<file path="config.mk">
export PLATFORM = sky130hd
export DESIGN_NAME = porq_dp
export DESIGN_NICKNAME = d
export VERILOG_FILES = /design/src/hw/rtl/porq_pkg.sv /design/src/hw/rtl/porq_dp.sv
export SDC_FILE = /design/constraint.sdc
export NUM_CORES = 2
export LEC_CHECK = 0
export ABC_AREA = 1
export CORE_AREA = 3 3 657 659
export CTS_BUF_LIST = sky130_fd_sc_hd__clkbuf_2 sky130_fd_sc_hd__clkbuf_4 sky130_fd_sc_hd__clkbuf_8
export CTS_CLUSTER_SIZE = 8
export DETAILED_ROUTE_END_ITERATION = 8
export DIE_AREA = 0 0 660 662
export DONT_BUFFER_PORTS = 1
export PLACE_DENSITY_LB_ADDON = 0.12
export SYNTH_ARGS = -nofsm -noshare
export SYNTH_HDL_FRONTEND = slang
export SYNTH_SLANG_ARGS = --single-unit
</file>
<file path="constraint.sdc">
create_clock -name clk -period 11.25 [get_ports clk]
set_input_delay 0.5625 -clock clk [delete_from_list [all_inputs] [get_ports clk]]
set_output_delay 0.5625 -clock clk [all_outputs]
set_load 0.01 [all_outputs]
</file>
<file path="src/hw/rtl/porq_pkg.sv">
// ============================================================================
// porq_pkg: shared types and constants for the policy ordered ready queue
// Request and response payloads, opcodes, policies and controller commands.
// ============================================================================
package porq_pkg;

  localparam int QUEUE_DEPTH_DEF = 64;
  localparam int OCC_W           = 7;

  typedef enum logic [1:0] {
    OP_INSERT     = 2'd0,
    OP_TAKE_FIRST = 2'd1,
    OP_TAKE_LAST  = 2'd2
  } op_t;

  typedef enum logic [1:0] {
    POL_FCFS = 2'd0,
    POL_RR   = 2'd1,
    POL_PRIO = 2'd2
  } policy_t;

  typedef enum logic [1:0] {
    RSP_OK    = 2'd0,
    RSP_EMPTY = 2'd1,
    RSP_FULL  = 2'd2
  } rsp_status_t;

  typedef enum logic [2:0] {
    S_IDLE,
    S_SCAN,
    S_SCAN_END,
    S_SHIFT_LOAD,
    S_SHIFT,
    S_FINISH
  } state_t;

  typedef struct packed {
    op_t         operation;
    logic [15:0] entry_id;
    logic [31:0] entry_tick;
    logic [7:0]  entry_prio;
  } req_t;

  typedef struct packed {
    rsp_status_t      status;
    logic [15:0]      taken_id;
    logic [31:0]      taken_tick;
    logic [7:0]       taken_prio;
    logic [OCC_W-1:0] occupancy;
  } rsp_t;

  typedef struct packed {
    logic [15:0] id;
    logic [31:0] tick;
    logic [7:0]  prio;
  } entry_t;

  typedef struct packed {
    logic        ins_wr;
    logic        scan_init;
    logic        scan_rd;
    logic        shift_load;
    logic        shift_rd;
    logic        count_dec;
    logic        rsp_en;
    logic        rsp_take;
    rsp_status_t rsp_status;
  } cmd_t;

  typedef struct packed {
    logic full;
    logic empty;
    logic at_last;
  } stat_t;

endpackage

</file>
<file path="src/hw/rtl/porq_dp.sv">
// ============================================================================
// porq_dp: slot memory, scan comparator and response register
// One read and one write port on the slots; one comparator shared by scan.
// ============================================================================
module porq_dp
  import porq_pkg::*;
#(
  parameter int QUEUE_DEPTH = QUEUE_DEPTH_DEF
)(
  input  logic    clk,
  input  logic    rst_n,
  input  req_t    in_data,
  input  policy_t policy,
  input  cmd_t    cmd,
  output stat_t   stat,
  output logic    out_valid,
  output rsp_t    out_data
);

  localparam int IW = (QUEUE_DEPTH > 1) ? $clog2(QUEUE_DEPTH) : 1;
  localparam int CW = $clog2(QUEUE_DEPTH + 1);

  entry_t mem [QUEUE_DEPTH];

  logic [CW-1:0] count_r, count_nxt;
  logic [IW-1:0] idx_r;
  logic [IW-1:0] cmp_idx_r;
  logic          cmp_vld_r;
  logic [IW-1:0] wb_idx_r;
  logic          wb_vld_r;
  logic          last_mode_r;
  entry_t        rdata_r;
  entry_t        best_r;
  logic [IW-1:0] best_idx_r;
  logic          out_valid_r;
  rsp_t          out_data_r;

  logic          rd_en;
  logic [IW-1:0] rd_addr;
  logic          wr_en;
  logic [IW-1:0] wr_addr;
  entry_t        wr_data;
  logic          better;
  logic          pick;
  entry_t        ins_entry;

  assign ins_entry = '{id: in_data.entry_id, tick: in_data.entry_tick,
                       prio: in_data.entry_prio};

  assign stat.full    = (count_r >= CW'(QUEUE_DEPTH));
  assign stat.empty   = (count_r == '0);
  assign stat.at_last = (CW'(idx_r) == count_r - CW'(1));

  always_comb begin
    rd_en   = cmd.scan_rd || cmd.shift_rd;
    rd_addr = cmd.shift_rd ? idx_r + IW'(1) : idx_r;
    wr_en   = cmd.ins_wr || wb_vld_r;
    wr_addr = cmd.ins_wr ? count_r[IW-1:0] : wb_idx_r;
    wr_data = cmd.ins_wr ? ins_entry : rdata_r;
  end

  always_ff @(posedge clk) begin
    if (wr_en) begin
      mem[wr_addr] <= wr_data;
    end
    if (rd_en) begin
      rdata_r <= mem[rd_addr];
    end
  end

  always_comb begin
    if (policy == POL_PRIO) begin
      better = (rdata_r.prio != best_r.prio) ? (rdata_r.prio > best_r.prio)
                                              : (rdata_r.id < best_r.id);
    end else begin
      better = (rdata_r.tick != best_r.tick) ? (rdata_r.tick < best_r.tick)
                                              : (rdata_r.id < best_r.id);
    end
    pick = (cmp_idx_r == '0) || (last_mode_r ? !better : better);
  end

  always_comb begin
    count_nxt = count_r;
    if (cmd.ins_wr) begin
      count_nxt = count_r + CW'(1);
    end else if (cmd.count_dec) begin
      count_nxt = count_r - CW'(1);
    end
  end

  always_ff @(posedge clk) begin
    if (!rst_n) begin
      count_r     <= '0;
      cmp_vld_r   <= 1'b0;
      wb_vld_r    <= 1'b0;
      out_valid_r <= 1'b0;
    end else begin
      count_r     <= count_nxt;
      cmp_vld_r   <= cmd.scan_rd;
      wb_vld_r    <= cmd.shift_rd;
      out_valid_r <= cmd.rsp_en;
    end
  end

  always_ff @(posedge clk) begin
    if (cmd.scan_init) begin
      idx_r       <= '0;
      last_mode_r <= (in_data.operation == OP_TAKE_LAST);
    end else if (cmd.shift_load) begin
      idx_r <= best_idx_r;
    end else if (cmd.scan_rd || cmd.shift_rd) begin
      idx_r <= idx_r + IW'(1);
    end
    cmp_idx_r <= idx_r;
    wb_idx_r  <= idx_r;
    if (cmp_vld_r && pick) begin
      best_r     <= rdata_r;
      best_idx_r <= cmp_idx_r;
    end
    if (cmd.rsp_en) begin
      out_data_r.status     <= cmd.rsp_status;
      out_data_r.taken_id   <= cmd.rsp_take ? best_r.id : '0;
      out_data_r.taken_tick <= cmd.rsp_take ? best_r.tick : '0;
      out_data_r.taken_prio <= cmd.rsp_take ? best_r.prio : '0;
      out_data_r.occupancy  <= OCC_W'(count_nxt);
    end
  end

  assign out_valid = out_valid_r;
  assign out_data  = out_data_r;

endmodule

</file>
==> results.md <==
* Critical Path AT at 6.04 ns
* Worst R2R Setup Slack at 6.23 ns
* First-pass GRT wire length at 721000 um
* Die height at between 600 and 700 um
* Status: finished, violations left
* Gpl congestion at between 0.8 and 0.9
* Layout Nets at ~11000
* Adder-cell share of the synthesized area at 0.00495
* Fraction of synthesized area in multiplexers at 0
* CTS tree: built
* TritonRoute pass-1 iters at 5
* RSZ-0062 raised after global routing: no
* Initial antenna violation count at 37
* Cells on worst reg2reg path at 12
* Total track usage at 0.228
* Failing checks: capacitance limit, slew limit
* CP max-delay cell: buf_4
* #FFs+latches synth at 3790
* Dpl hpwl at between 200000 and 300000 um
* Max incr delay on CP at around 0.60 ns
* EDFF count, synth at 3768
* Final period util at 0.446
* Final wirelength at 513000 um
* Synth Area in Simple Gates at 0.0679
* Ys Warns at 0
* Synth Area in XOR/XNOR at 0.000587
* Dominant cells by area after synthesis: edfxtp_1, o21ai_0, nor2_1
* Setup crit start kind: register
* Synth Area in Compound Gates at 0.139
* Critical R2R Capture: rdata_r[43]
* P per Cell Area at between 150 and 200 nW/um2
* Hold Slack at between 0.1 and 0.15 ns
* Fmax at between 150 and 200 MHz
* Setup WS pre-CTS at ~6.3 ns
* Number of H-tree levels at 6
* R2r startpoint: idx_r[0]
* Initial Util at 0.350
* WHS Path Cells at 3
* CTS root buffer: clkbuf_8
* Area post-placement at 156000 um2
* Share of cells above drive strength 1 at 0.120
* Die width at between 600 and 700 um
* Setup violators final at 0
* Reg clk slew, reported paths at approximately 0.07 ns
* Slew of the pin with the lowest slew margin at about 1.5 ns
* Slew HR at -0.0282
* Initial DRC Count at ~11000
* Crit-path max FO at roughly 140
* Setup CP Type: reg2reg
* Row Count at 240
* Worst setup path end: rdata_r[43]
* Cells along the critical path: ha_1 -> nand2_1 -> o21ai_4 -> buf_12 -> buf_4 -> buf_4 -> o21ai_0 -> o221ai_1 -> nand3_1 -> nand3_1 -> nand3_1 -> nand2_1
* CP startpoint: idx_r[0]
* Synthesized net count at about 11000
* Clk buf depth at 4
* Clk_skew at 0.0748 ns
* Detail-routed via count per cell at 5.64
* Aggregate global routing overflow at 0
* Drt drc at 0
* Largest family of logic cells by synthesized area: compound AO/OA/AOI/OAI gates
* Fin Setup TNS at 0 ns
* Most frequent cells after synthesis: edfxtp_1, o21ai_0, nor2_1
* Tmin final at 5.02 ns
* Antenna Nets Post-Route at 0
* Endpoint class of the critical path: register
* PortBufs at 0
* Core area at ~430000 um2
* Cells after synthesis at approximately 11000
* Worst vdd ir at around 0.00013 V
* Req. time, crit path at 12.27 ns
* Final Max Slew Viols at 7
* Vias in the first global route at roughly 93000
* Total CTS buffers at 650
* Top-count cell post-synth: edfxtp_1
* Max-cap violations at 1
* Tot Pwr at between 30 and 40 mW
* Skew-Pair Late Insertion Delay at roughly 1.2 ns
* Area leader, netlist: edfxtp_1
* Post-synthesis sequential area ratio at 0.762
* Area grow syn2layout at 13.1%
* Top cell type's share of synthesized area at 0.759
* Fraction of registers with async set/reset at 0
* PnR worst setup slack at 6.23 ns
* Unique masters post-synth at 39
* Clk sink count at 3790
* Static Leak at roughly 53 nW
* Netlist area before placement at around 150000 um2
* Fill cells at a little under 40000
* Via count at 96100
* Design area at between 150000 and 200000 um2
* Die Area at ~440000 um2
* Io pins at around 140
* Post-Layout Cell Count at 17100
* Placed insts at 15900
* Worst hold path type: in2reg
* Largest net degree at the start of global routing at 169
* Fin. Hold Viols at 0
* Most Frequent Cell on Critical Path: nand3_1
* Setup Fix Bufs, Post-CTS at 0
* Routed WL per cell at approximately 30 um
* Dominant synthesized flop cell: edfxtp_1
* Final Util at 0.395
* Average size of a mapped cell at between 10 and 15 um2
-- sequential cells by signal, summed over array words and instances, names as in the netlist, 6 cells and up --
signal,count
rdata_r,56
count_r,7
best_r,56
idx_r,6
wb_idx_r,6
mem,3584
out_data,65
best_idx_r,6
-- worst max-delay path, delay by kind of cell, from the launching register on --
kind	cells	cell delay, ns
AOI/OAI and AO/OA	3	0.59
and+or+nand+nor	5	1.53
adders and majority gates	1	0.35
DFF	1	0.39
buffers and inverters	3	1.69
-- repair_timing --
| action | CTS | global route |
|---|---|---|
| hold endpoints to repair | 418 | 0 |
| resized for setup | 0 | 0 |
| hold buffers | 41 | 0 |
-- worst min path at each step --
stage / startpoint / endpoint / slack [ns]
after global placement: idx_r[1] / wb_idx_r[1] / 0.41
after CTS: cmd[9] / mem[62][36] / 0.0009
final: in_data[32] / mem[53][32] / 0.12
after global routing: cmd[9] / mem[52][12] / 0.10
after floorplan: idx_r[5] / wb_idx_r[5] / 0.38
after detailed placement: idx_r[1] / wb_idx_r[1] / 0.42
-- routing by layer --
metal / GRT usage / vias up / share of wire
li1: - / 41400 / -
met1: 0.339 / 50000 / 0.46
met2: 0.347 / 4072 / 0.44
met3: 0.0424 / 658 / 0.078
met4: 0.0517 / 6 / 0.020
met5: 0 / - / 0.000070
-- layout by cell type, fill, tap and decap left out, types with 3 or more instances in the layout --
master / instances
inv_8: 12
buf_4: 211
nand4_1: 11
a21oi_1: 36
a211oi_1: 4
nor4_2: 6
o21ai_0: 1812
clkinvlp_4: 20
a21o_1: 3
o21ai_4: 8
clkbuf_8: 660
nand2_2: 8
diode_2: 15
inv_1: 164
inv_2: 4
nor2_1: 1524
o211ai_1: 593
inv_6: 15
clkbuf_4: 231
o22ai_1: 372
edfxtp_1: 3768
clkinv_1: 159
xor2_1: 8
buf_12: 23
dlygate4sd3_1: 38
nor3_1: 4
o221ai_1: 260
nor2_4: 56
clkinv_2: 40
clkinv_8: 9
bufinv_16: 3
nand2_4: 46
o21bai_1: 294
and2_1: 4
dfxtp_1: 22
ha_1: 59
nand3_1: 474
nand2_1: 378
-- cell type report --
class / count / area (um2) / area share
antenna: 15 / 37.5 / 0.000223
clock buffer: 891 / 10800 / 0.0641
clock inverter: 250 / 1400 / 0.00832
inverter: 179 / 716 / 0.00424
multi-input combinational: 5976 / 32600 / 0.193
sequential: 3790 / 114000 / 0.673
tap: 5687 / 7120 / 0.0422
timing repair buffer: 273 / 2450 / 0.0145
-- cell families after synthesis --
kind of cell | Yosys count
flip-flops | 3790
buffers and inverters | 980
AO/OA/AOI/OAI | 3388
XOR/XNOR | 10
AND/OR/NAND/NOR | 2519
adder cells (fa/ha/maj) | 59
-- power by group --
part / internal [mW] / switching (mW)
sequential: 16.3 / 0.352
clock: 6.30 / 5.70
combinational: 0.889 / 3.26
total: 23.5 / 9.31
Power figures use the tool's default switching activity.
