$ cat src/hw/rtl/porq_pkg.sv
// ============================================================================
// porq_pkg: shared types and constants for the policy ordered ready queue
// Request and response payloads, opcodes, policies and controller commands.
// ============================================================================
package porq_pkg;

  localparam int QUEUE_DEPTH_DEF = 64;
  localparam int OCC_W           = 7;

  typedef enum logic [1:0] {
    OP_INSERT     = 2'd0,
    OP_TAKE_FIRST = 2'd1,
    OP_TAKE_LAST  = 2'd2
  } op_t;

  typedef enum logic [1:0] {
    POL_FCFS = 2'd0,
    POL_RR   = 2'd1,
    POL_PRIO = 2'd2
  } policy_t;

  typedef enum logic [1:0] {
    RSP_OK    = 2'd0,
    RSP_EMPTY = 2'd1,
    RSP_FULL  = 2'd2
  } rsp_status_t;

  typedef enum logic [2:0] {
    S_IDLE,
    S_SCAN,
    S_SCAN_END,
    S_SHIFT_LOAD,
    S_SHIFT,
    S_FINISH
  } state_t;

  typedef struct packed {
    op_t         operation;
    logic [15:0] entry_id;
    logic [31:0] entry_tick;
    logic [7:0]  entry_prio;
  } req_t;

  typedef struct packed {
    rsp_status_t      status;
    logic [15:0]      taken_id;
    logic [31:0]      taken_tick;
    logic [7:0]       taken_prio;
    logic [OCC_W-1:0] occupancy;
  } rsp_t;

  typedef struct packed {
    logic [15:0] id;
    logic [31:0] tick;
    logic [7:0]  prio;
  } entry_t;

  typedef struct packed {
    logic        ins_wr;
    logic        scan_init;
    logic        scan_rd;
    logic        shift_load;
    logic        shift_rd;
    logic        count_dec;
    logic        rsp_en;
    logic        rsp_take;
    rsp_status_t rsp_status;
  } cmd_t;

  typedef struct packed {
    logic full;
    logic empty;
    logic at_last;
  } stat_t;

endpackage

$ cat src/hw/rtl/porq_ctrl.sv
// ============================================================================
// porq_ctrl: sequencer for the ready queue
// Decodes requests, steps the scan over held slots and the compaction pass.
// ============================================================================
module porq_ctrl
  import porq_pkg::*;
(
  input  logic  clk,
  input  logic  rst_n,
  input  logic  start,
  input  op_t   op,
  input  stat_t stat,
  output logic  busy,
  output cmd_t  cmd
);

  state_t state_r, state_nxt;

  always_ff @(posedge clk) begin
    if (!rst_n) begin
      state_r <= S_IDLE;
    end else begin
      state_r <= state_nxt;
    end
  end

  always_comb begin
    state_nxt = state_r;
    unique case (state_r)
      S_IDLE: begin
        if (start && (op == OP_TAKE_FIRST || op == OP_TAKE_LAST) && !stat.empty) begin
          state_nxt = S_SCAN;
        end
      end
      S_SCAN: begin
        if (stat.at_last) begin
          state_nxt = S_SCAN_END;
        end
      end
      S_SCAN_END:   state_nxt = S_SHIFT_LOAD;
      S_SHIFT_LOAD: state_nxt = S_SHIFT;
      S_SHIFT: begin
        if (stat.at_last) begin
          state_nxt = S_FINISH;
        end
      end
      S_FINISH:     state_nxt = S_IDLE;
      default:      state_nxt = S_IDLE;
    endcase
  end

  always_comb begin
    cmd  = '0;
    busy = (state_r != S_IDLE);
    unique case (state_r)
      S_IDLE: begin
        if (start) begin
          unique case (op)
            OP_INSERT: begin
              cmd.rsp_en = 1'b1;
              if (stat.full) begin
                cmd.rsp_status = RSP_FULL;
              end else begin
                cmd.ins_wr     = 1'b1;
                cmd.rsp_status = RSP_OK;
              end
            end
            OP_TAKE_FIRST, OP_TAKE_LAST: begin
              if (stat.empty) begin
                cmd.rsp_en     = 1'b1;
                cmd.rsp_status = RSP_EMPTY;
              end else begin
                cmd.scan_init = 1'b1;
              end
            end
            default: begin
              cmd.rsp_en     = 1'b1;
              cmd.rsp_status = RSP_OK;
            end
          endcase
        end
      end
      S_SCAN:       cmd.scan_rd = 1'b1;
      S_SCAN_END:   ;
      S_SHIFT_LOAD: cmd.shift_load = 1'b1;
      S_SHIFT:      cmd.shift_rd = !stat.at_last;
      S_FINISH: begin
        cmd.rsp_en     = 1'b1;
        cmd.rsp_take   = 1'b1;
        cmd.count_dec  = 1'b1;
        cmd.rsp_status = RSP_OK;
      end
      default: ;
    endcase
  end

endmodule

$ cat config.mk
export PLATFORM = sky130hd
export DESIGN_NAME = porq_ctrl
export DESIGN_NICKNAME = d
export VERILOG_FILES = /design/src/hw/rtl/porq_pkg.sv /design/src/hw/rtl/porq_ctrl.sv
export SDC_FILE = /design/constraint.sdc
export NUM_CORES = 1
export LEC_CHECK = 0
export BUFFER_PORTS_ARGS = -buffer_cell sky130_fd_sc_hd__buf_2
export CORE_AREA = 8 8 45 47
export CTS_CLUSTER_SIZE = 20
export DETAILED_ROUTE_END_ITERATION = 8
export DIE_AREA = 0 0 53 55
export RECOVER_POWER = 25
export SKIP_CTS_REPAIR_TIMING = 1
export SLEW_MARGIN = 25
export SYNTH_ARGS = -nofsm -noshare
export SYNTH_HDL_FRONTEND = slang
export SYNTH_SLANG_ARGS = --single-unit
$ cat constraint.sdc
create_clock -name clk -period 2.92 [get_ports clk]
set_clock_uncertainty 0.05 [all_clocks]
set_input_delay 0.146 -clock clk [delete_from_list [all_inputs] [get_ports clk]]
set_output_delay 0.146 -clock clk [all_outputs]
set_load 0.05 [all_outputs]
==> results by group, run 1 <==
Outcome
  – Status: finished, final reports clean

Timing
  – Endpoints failing setup: 0
  – Slew Viols, Final: 0
  – Final Hold Vio Count: 0
  – Max Clk Rate: 0.574 GHz
  – Final min period: 1.74 ns
  – Rel. slew slack: 74.1%
  – Setup TNS: 0 ns
  – Setup ws final: 1.18 ns
  – Period utilisation layout: 59.7%
  – RSZ-0062 raised after global routing: no
  – Worst Tran Pin Value: 0.388 ns

Finish
  – Post-route cell area: 429 um^2
  – Finished Layout Cells: 71
  – Nets: 66
  – Share of cells above drive strength 1: 45.5%
  – Commonest non-fill, non-tap cell in the layout: buf_2
  – Area growth syn-to-layout: 29.4%
  – ANT cells: 0
  – Most frequent cells in the layout: 18 x buf_2, 3 x nor3b_1, 3 x clkbuf_4, 3 x dfxtp_1
  – Largest regs: state_r: 3 flops
  – Max reg flops: 3
  – Largest reg by FF count: state_r
  – Fillers: 158

Hold path
  – Hold Path Class: primary input to flip-flop

Synth
  – Synth cell types: 23
  – Ys Warns: 0
  – Post-Synthesis Cells: 36
  – Syn_area_per_cell: 9.21 um^2
  – Mapped Nets: 46
  – Synthesis-stage register bit count: 3
  – Seq/Total Area, Yosys: 18.1%
  – Mapped Area: 332 um^2

Run
  – Max cap viols: 0

Setup path
  – Crit. End Element: output port
  – Bufs and invs on worst path: 1
  – CP arrival: 1.55 ns
  – Crit-path leading delay family: simple AND/OR/NAND/NOR gates
  – Slowest Stage Delay on Critical Path: 0.41 ns
  – Cells along the critical path: nor4b_4 -> nand2_1 -> nor3b_2 -> buf_2
  – Critical Path Start Type: flip-flop
  – Critical-path maximum fanout: 11
  – WP data required: 2.72 ns
  – CP max-delay cell: dfxtp_1
  – Setup CP Type: flip-flop to output port

Placed design
  – Routability cong.: 0.800
  – Place WS: 1.40 ns
  – I/O Buffers: 18
  – Dpl hpwl: 652 um
  – Dpl cells: 67
  – Cell Area, Placed: 412 um^2

Floorplanning
  – Die Ht: 55 um
  – Die X: 53 um
  – Site Rows: 14
  – Starting Density: 24.0%
  – Die ar.: 2920 um^2
  – Num ports: 19
  – CORE AREA: 1380 um^2

Global route
  – Initial antenna violation count: 0
  – M3 GR Usage: 4.01%
  – Met2 Track Usage GR: 8.98%
  – Largest net degree at the start of global routing: 14
  – Congestion Overflow GR: 0
  – Total Routing Usage GR: 5.84%
  – Met1 Use GR: 6.06%
  – Vias in the first global route: 334
  – Busiest grt layer: met2
  – First-pass GRT wire length: 1290 um

Power and ir drop
  – Pint: 0.000116 W
  – Psw: 0.0000690 W
  – Sequential Power Share: 26.5%
  – Switching fraction of total power: 37.3%
  – Leak: 0.237 nW
  – Logic pwr share: 34.2%
  – Worst vdd ir: 0.283 mV
  – PwrDens: 431 nW/um^2
  – Clock network fraction of total power: 39.2%

Clock tree
  – Clock Path Buffers: 2
  – CTS H-tree depth: 1
  – Clock transition at path regs: 0.03 ns
  – Total CTS buffers: 3
  – Clock latency on the worst-skew pair: 0.23 ns
  – Clock root cell: clkbuf_4
  – Clk sinks: 3
  – TritonCTS clock tree: built

Drt
  – Via density: 4.44
  – Final WL: 794 um
  – DRT iter0 DRCs: 3
  – Total vias in the final route: 315
  – DRC viols: 0
  – Mean routed wirelength per cell: 11.2 um
  – Pre-Repair DR Iteration Count: 4
  – Antenna Nets Post-Route: 0
==> power by group through the flow <==
stage                     Sequential [W]   Clock, W  Combinational (W)
after floorplan                0.0000470          0          0.0000537
after global placement         0.0000498          0          0.0000654
after detailed placement       0.0000499          0          0.0000655
after CTS                      0.0000492  0.0000753          0.0000658
after global routing           0.0000500  0.0000786          0.0000682
final                          0.0000491  0.0000726          0.0000634
==> area by class of cell <==
type,instances,area (um^2),area share (%)
tap,16,20.0,4.66
inverter,3,11.3,2.62
timing repair buffer,18,90.1,21.0
sequential,3,60.1,14.0
clock buffer,4,26.3,6.12
multi-input combinational,27,221,51.6
==> worst register-to-register path, delay by kind of cell, from the launching register on <==
family / cells / cell delay (ns)
AO/OA/AOI/OAI: 2 / 0.42
flip-flops: 1 / 0.54
AND/OR/NAND/NOR: 1 / 0.22
==> layer usage <==
| layer | wire [um] | share of wire [%] |
|---|---|---|
| met4 | 0 | 0 |
| met5 | 0 | 0 |
| met3 | 122 | 15 |
| met1 | 359 | 45 |
| met2 | 312 | 39 |
==> cells by family (layout without fill, tap and decap cells) <==
| kind of cell | count (synthesis) | after routing | synth area share, % |
|---|---|---|---|
| simple gates | 19 | 19 | 47.2 |
| buf+inv | 6 | 25 | 12.5 |
| compound gates | 5 | 5 | 10.2 |
| flops | 3 | 3 | 18.1 |
| fa+ha+maj | 2 | 2 | 7.55 |
| mux | 1 | 1 | 4.53 |
==> metrics by stage <==
stage	total power (W)	utilization [%]	hold slack (ns)
3_3_place_gp	0.000115	29.7	0.345
3_5_place_dp	0.000115	29.7	0.358
4_1_cts	0.000190	31.6	0.116
2_1_floorplan	0.000101	-	0.213
6_report	0.000185	31.0	0.115
5_1_grt	0.000197	31.0	0.121
==> synthesized netlist by cell type <==
library cell,number,share of area [%]
dfxtp_1,3,18
nor3b_2,3,11
and3_1,2,3.8
and3b_1,2,5.3
buf_6,2,6.8
ha_1,2,7.5
inv_1,2,2.3
nand2_1,2,2.3
nand2b_1,2,3.8
nor2_1,2,2.3
nor3b_1,2,4.5
a21o_1,1,2.3
buf_4,1,2.3
inv_2,1,1.1
mux2_4,1,4.5
nor3_1,1,1.5
nor4b_4,1,7.2
o21a_1,1,2.3
o21ai_0,1,1.5
o21ai_1,1,1.5
o311ai_1,1,2.6
or3_1,1,1.9
or4bb_1,1,3.4
==> final timing paths <==
check                           slack, ns        from    endpoint  cells after the start
worst max-delay path                 1.18  state_r[2]      cmd[1]                      4
worst min-delay path                 0.12       rst_n  state_r[2]                      2
worst max register to register       1.56  state_r[0]  state_r[0]                      3
worst min register to register       0.61  state_r[2]  state_r[1]                      1
Note: power is estimated with default switching activity, not from simulation.
==> run 2, diff against run 1 <==
==> constraint.sdc (replaced) <==
create_clock -name clk -period 1.4 [get_ports clk]
set_clock_uncertainty 0.05 [all_clocks]
set_input_delay 0.07 -clock clk [delete_from_list [all_inputs] [get_ports clk]]
set_output_delay 0.07 -clock clk [all_outputs]
set_load 0.05 [all_outputs]
==> run 2 against run 1 <==
The run now ends with setup timing left. Power is 130% higher. Design area is 32% higher. Global-route usage rose by 0.16 points. Non-clock buffer count up 4. Critical path depth unchanged. Count of clock-buffer cells in the layout stayed put. Hold slack got worse by 0.063 ns. Highest routed layer unchanged.
==> results by group, run 2 (same netlist as run 1, synthesis figures left out) <==
Outcome
  – Status: complete, but fails checks
  – Failing checks: setup timing

Hold path
  – Hold Path Class: primary input to flip-flop
  – Hold path start: rst_n
  – Hold EP: state_r[2]
  – Hold Path Cell Cnt: 2 (unchanged)

Timing
  – Worst Tran Pin Value: 0.245 ns (-0.143 ns)
  – RSZ-0062 raised after global routing: yes
  – Rel. slew slack: 83.6% (+9.5 points)
  – Endpoints failing setup: 4 (+4)
  – Hold_ws: 0.0529 ns (-0.0626 ns)
  – Final min period: 1.46 ns
  – Max Clk Rate: 0.683 GHz
  – Slew Viols, Final: 0 (unchanged)
  – Period utilisation layout: 105%
  – Setup ws final: -0.0649 ns (-1.24 ns)
  – Final Hold Vio Count: 0 (unchanged)

Clock tree
  – CTS H-tree depth: 1 (unchanged)
  – Total CTS buffers: 3 (unchanged)
  – Clk sinks: 3 (unchanged)
  – Clock latency on the worst-skew pair: 0.23 ns (about the same)
  – TritonCTS clock tree: built
  – Clock transition at path regs: 0.04 ns (about the same)
  – Clock root cell: clkbuf_4
  – Clock Path Buffers: 2 (unchanged)

Finish
  – Register Area: 62.6 um^2 (+4.2%)
  – Fillers: 150 (-5.1%)
  – Area growth syn-to-layout: 71.3%
  – Largest reg by FF count: state_r
  – Largest regs: state_r: 3 flops
  – Most frequent cells in the layout: 7 x buf_2, 6 x buf_6, 6 x buf_4
  – Max reg flops: 3 (unchanged)
  – Final Util: 41.0% (+10 points)
  – Area of the multi-input gates: 273 um^2 (+23%)
  – Nets: 70 (+6.1%)
  – Share of cells above drive strength 1: 69.5% (+24 points)
  – Commonest non-fill, non-tap cell in the layout: buf_2
  – ANT cells: 0 (unchanged)

Setup path
  – CP max-delay cell: dfxtp_1
  – WP data required: 1.28 ns (-1.44 ns)
  – Slowest Stage Delay on Critical Path: 0.32 ns (-0.09 ns)
  – Worst R2R Setup Slack: 0.08 ns (-1.48 ns)
  – CP arrival: 1.34 ns (-0.21 ns)
  – Crit. End Element: output port
  – Cells along the critical path: clkbuf_2 -> and3_2 -> a21o_2 -> buf_6
  – Worst r2r src: state_r[0]
  – Critical-path maximum fanout: 12 (+1)
  – Reg-to-reg endpoint: state_r[0]
  – Critical Path Start Type: flip-flop
  – Reg2Reg Depth: 4 (+1)
  – Setup CP Type: flip-flop to output port

Drt
  – Max Used Layer: met3
  – Total vias in the final route: 336 (+6.7%)
  – Via density: 4.48 (+0.98%)
  – Met2 WL: 428 um (+37%)
  – Antenna Nets Post-Route: 0 (unchanged)
  – DRT iter0 DRCs: 1 (-2)
  – Pre-Repair DR Iteration Count: 2 (-2)
  – DRC viols: 0 (unchanged)
  – Final WL: 843 um (+6.2%)
  – WL met1: 350 um (-2.5%)
  – Met3 Wirelength: 64 um (-48%)
  – Mean routed wirelength per cell: 11.2 um (+0.51%)

Floorplanning
  – Num ports: 19 (unchanged)
  – CORE AREA: 1380 um^2 (unchanged)
  – Die X: 53 um (unchanged)
  – Starting Density: 24.0% (unchanged)
  – Site Rows: 14 (unchanged)
  – Die Ht: 55 um (unchanged)
  – Die ar.: 2920 um^2 (unchanged)

Global route
  – Initial antenna violation count: 0 (unchanged)
  – Vias in the first global route: 318 (-4.8%)
  – Total Routing Usage GR: 6.00% (+0.16 points)
  – Largest net degree at the start of global routing: 13 (-1)
  – Congestion Overflow GR: 0 (unchanged)
  – First-pass GRT wire length: 1330 um (+3.2%)

Placed design
  – Dpl hpwl: 660 um (+1.3%)
  – I/O Buffers: 18 (unchanged)
  – Routability cong.: 0.750 (-6.3%)

Power and ir drop
  – Leak: 0.280 nW (+18%)
  – Worst vdd ir: 0.306 mV (+8.0%)
  – PwrDens: 762 nW/um^2 (+77%)

Run
  – Max cap viols: 0 (unchanged)
run 2: worst max-delay path, delay by kind of cell (launching register included):
family / cells / cell delay (ns)
buffers and inverters: 2 / 0.34
flip-flops: 1 / 0.32
AND/OR/NAND/NOR: 1 / 0.26
AO/OA/AOI/OAI: 1 / 0.19
run 2: layer usage:
layer | vias up | track usage (%)
met2 | 10 | 8.20
met4 | 0 | 5.17
met5 | - | 0
met3 | 0 | 2.41
li1 | 172 | -
met1 | 154 | 7.11
run 2: worst max path at each step:
stage,endpoint,start,cells past startpoint
after floorplan,cmd[1],state_r[2],4
after global placement,cmd[1],state_r[1],4
after detailed placement,cmd[1],state_r[1],4
after CTS,cmd[1],state_r[1],4
after global routing,cmd[1],state_r[2],4
final,cmd[3],state_r[0],4
run 2: stage by stage:
step / total power (W) / worst slack [ns] / cells / cell area (um^2) / TNS [ns]
global placement: 0.000259 / 0.0707 / 71 / 470 / 0
CTS: 0.000415 / -0.223 / 75 / 497 / -0.771
global route: 0.000459 / -0.156 / 75 / 568 / -0.981
finish: 0.000433 / -0.0649 / 75 / 568 / -0.249
detailed placement: 0.000259 / 0.0344 / 71 / 470 / 0
floorplan: 0.000218 / -0.0648 / 36 / 360 / -0.0648
run 2: layout make-up:
class,count,share of cell area [%]
Clock buffer,4,4.63
Tap cell,16,3.52
Inverter,3,1.98
Timing Repair Buffer,22,30.8
Sequential cell,3,11.0
Multi-Input combinational cell,27,48.0
run 2: power by group:
part           total [W]  switching, W  leakage, nW  internal [W]
logic           0.000187      0.000106        0.239     0.0000816
registers      0.0000954    0.00000455       0.0253     0.0000909
clock network   0.000150     0.0000433       0.0150      0.000107
==> run 3, diff against run 2 <==
==> constraint.sdc (replaced) <==
create_clock -name clk -period 1.4 [get_ports clk]
set_clock_uncertainty 0.05 [all_clocks]
set_input_delay 0.07 -clock clk [delete_from_list [all_inputs] [get_ports clk]]
set_output_delay 0.07 -clock clk [all_outputs]
set_load 0.02 [all_outputs]
==> run 3 against run 2 <==
The run still ends with setup timing left. Combinational power is 27% lower. First-iteration DRC count grew to 4.0 times the previous value. Register-to-register slack better by 0.09 ns. Clock power is 5% higher. Sequential power is 3.5% higher. Hold slack worse by 0.021 ns.
==> results by group, run 3 (same netlist as run 1, synthesis figures left out) <==
Finish
  – Commonest non-fill, non-tap cell in the layout: buf_2
  – Largest regs: state_r: 3 flops
  – Nets: 70 (unchanged)
  – Max reg flops: 3 (unchanged)
  – ANT cells: 0 (unchanged)
  – Area growth syn-to-layout: 57.4%
  – Share of cells above drive strength 1: 61.0% (-8.5 points)
  – Most frequent cells in the layout: 12 x buf_2, 6 x buf_4, 4 x buf_6
  – Largest reg by FF count: state_r
  – Finished Layout Cells: 75 (unchanged)
  – Post-route cell area: 522 um^2 (-8.1%)

Setup path
  – Slowest Stage Delay on Critical Path: 0.33 ns (about the same)
  – Worst r2r src: state_r[2]
  – CP max-delay cell: dfxtp_2
  – Reg-to-reg endpoint: state_r[0]
  – Worst setup path startpoint: state_r[2]
  – Critical-path maximum fanout: 3 (-9)
  – Reg2Reg Depth: 4 (unchanged)
  – CP arrival: 1.30 ns (-0.04 ns)
  – Critical Path Start Type: flip-flop
  – Worst R2R Setup Slack: 0.17 ns (+0.09 ns)
  – Crit. End Element: output port
  – WP data required: 1.28 ns (about the same)
  – Setup CP Type: flip-flop to output port
  – Cells along the critical path: nor4b_4 -> nand2_1 -> nor3b_2 -> buf_4

Floorplanning
  – Die Ht: 55 um (unchanged)
  – Num ports: 19 (unchanged)
  – Site Rows: 14 (unchanged)
  – Die X: 53 um (unchanged)
  – Starting Density: 24.0% (unchanged)
  – Die ar.: 2920 um^2 (unchanged)
  – CORE AREA: 1380 um^2 (unchanged)

Timing
  – Hold_ws: 0.0315 ns (-0.0214 ns)
  – Worst Tran Pin Value: 0.266 ns (+0.0219 ns)
  – Setup TNS: -0.0347 ns (+0.214 ns)
  – Period utilisation layout: 101% (-3.5 points)
  – Endpoints failing setup: 3 (-1)
  – Final min period: 1.42 ns (-0.0491 ns)
  – RSZ-0062 raised after global routing: yes
  – Slew Viols, Final: 0 (unchanged)
  – Max Clk Rate: 0.706 GHz (+3.5%)
  – Rel. slew slack: 82.0% (-1.7 points)
  – Final Hold Vio Count: 0 (unchanged)
  – Setup ws final: -0.0158 ns (+0.0491 ns)

Global route
  – Largest net degree at the start of global routing: 10 (-3)
  – Initial antenna violation count: 0 (unchanged)
  – Total Routing Usage GR: 6.17% (+0.17 points)
  – First-pass GRT wire length: 1290 um (-3.1%)
  – Vias in the first global route: 340 (+6.9%)
  – Congestion Overflow GR: 0 (unchanged)

Drt
  – DRC viols: 0 (unchanged)
  – WL met1: 377 um (+7.7%)
  – Final WL: 853 um (+1.2%)
  – Met2 WL: 331 um (-23%)
  – Antenna Nets Post-Route: 0 (unchanged)
  – Pre-Repair DR Iteration Count: 3 (+1)
  – Via density: 4.40 (-1.8%)
  – Mean routed wirelength per cell: 11.4 um (+1.2%)
  – Total vias in the final route: 330 (-1.8%)
  – DRT iter0 DRCs: 4 (+3)
  – Met3 Wirelength: 125 um (+95%)
  – Max Used Layer: met4

Placed design
  – Routability cong.: 0.793 (+5.7%)
  – Dpl hpwl: 672 um (+1.7%)
  – Dpl cells: 69 (-2.8%)
  – Cell Area, Placed: 427 um^2 (-9.3%)
  – I/O Buffers: 18 (unchanged)

Clock tree
  – Clock latency on the worst-skew pair: 0.24 ns (about the same)
  – Total CTS buffers: 3 (unchanged)
  – Clock Path Buffers: 2 (unchanged)
  – Clk sinks: 3 (unchanged)
  – CTS H-tree depth: 1 (unchanged)
  – Clock root cell: clkbuf_4
  – Clock transition at path regs: 0.04 ns (about the same)
  – TritonCTS clock tree: built

Outcome
  – Status: complete, but fails checks
  – Failing checks: setup timing

Power and ir drop
  – PwrDens: 750 nW/um^2 (-1.6%)
  – Leak: 0.268 nW (-4.2%)
  – Worst vdd ir: 0.386 mV (+26%)

Run
  – Max cap viols: 0 (unchanged)

Hold path
  – Hold Path Class: primary input to flip-flop
  – Hold EP: state_r[2]
  – Hold path start: rst_n
  – Hold Path Cell Cnt: 2 (unchanged)
## run 3: worst max path at each step
stage / endpoint / slack (ns) / cells past startpoint
6_report: cmd[1] / -0.02 / 4
5_1_grt: cmd[1] / -0.10 / 4
4_1_cts: cmd[1] / -0.17 / 4
3_5_place_dp: cmd[1] / 0.09 / 4
3_3_place_gp: cmd[1] / 0.13 / 4
2_1_floorplan: cmd[1] / 0.12 / 4
## run 3: layout make-up
| cell class | instances | area, um^2 |
|---|---|---|
| clock buffers | 4 | 26.3 |
| repair buffers | 22 | 150 |
| inverters | 3 | 11.3 |
| well taps | 16 | 20.0 |
| fillers | 151 | 862 |
| multi-input cells | 27 | 245 |
| flip-flops and latches | 3 | 68.8 |
## run 3: through the flow
step	utilization, %	total power, W	setup WS [ns]
finish	37.7	0.000391	-0.0158
global route	37.7	0.000412	-0.104
CTS	32.7	0.000368	-0.167
detailed placement	30.8	0.000208	0.0875
global placement	30.8	0.000208	0.132
floorplan	-	0.000174	0.124
## run 3: report_power, final
| group | switching, W | internal, W | total [W] |
|---|---|---|---|
| logic | 0.0000599 | 0.0000759 | 0.000136 |
| clock network | 0.0000495 | 0.000107 | 0.000157 |
| registers | 0.00000887 | 0.0000899 | 0.0000987 |
## run 3: critical path, delay by kind of cell, from the launching register on
kind | cells | cell delay [ns]
AND/OR/NAND/NOR | 3 | 0.57
buffers and inverters | 1 | 0.16
flip-flops | 1 | 0.33
## run 3: metal layers
metal | GRT usage [%] | vias up
met5 | 0 | -
met4 | 5.17 | 0
met3 | 4.01 | 2
met2 | 8.01 | 19
met1 | 6.83 | 137
li1 | - | 172
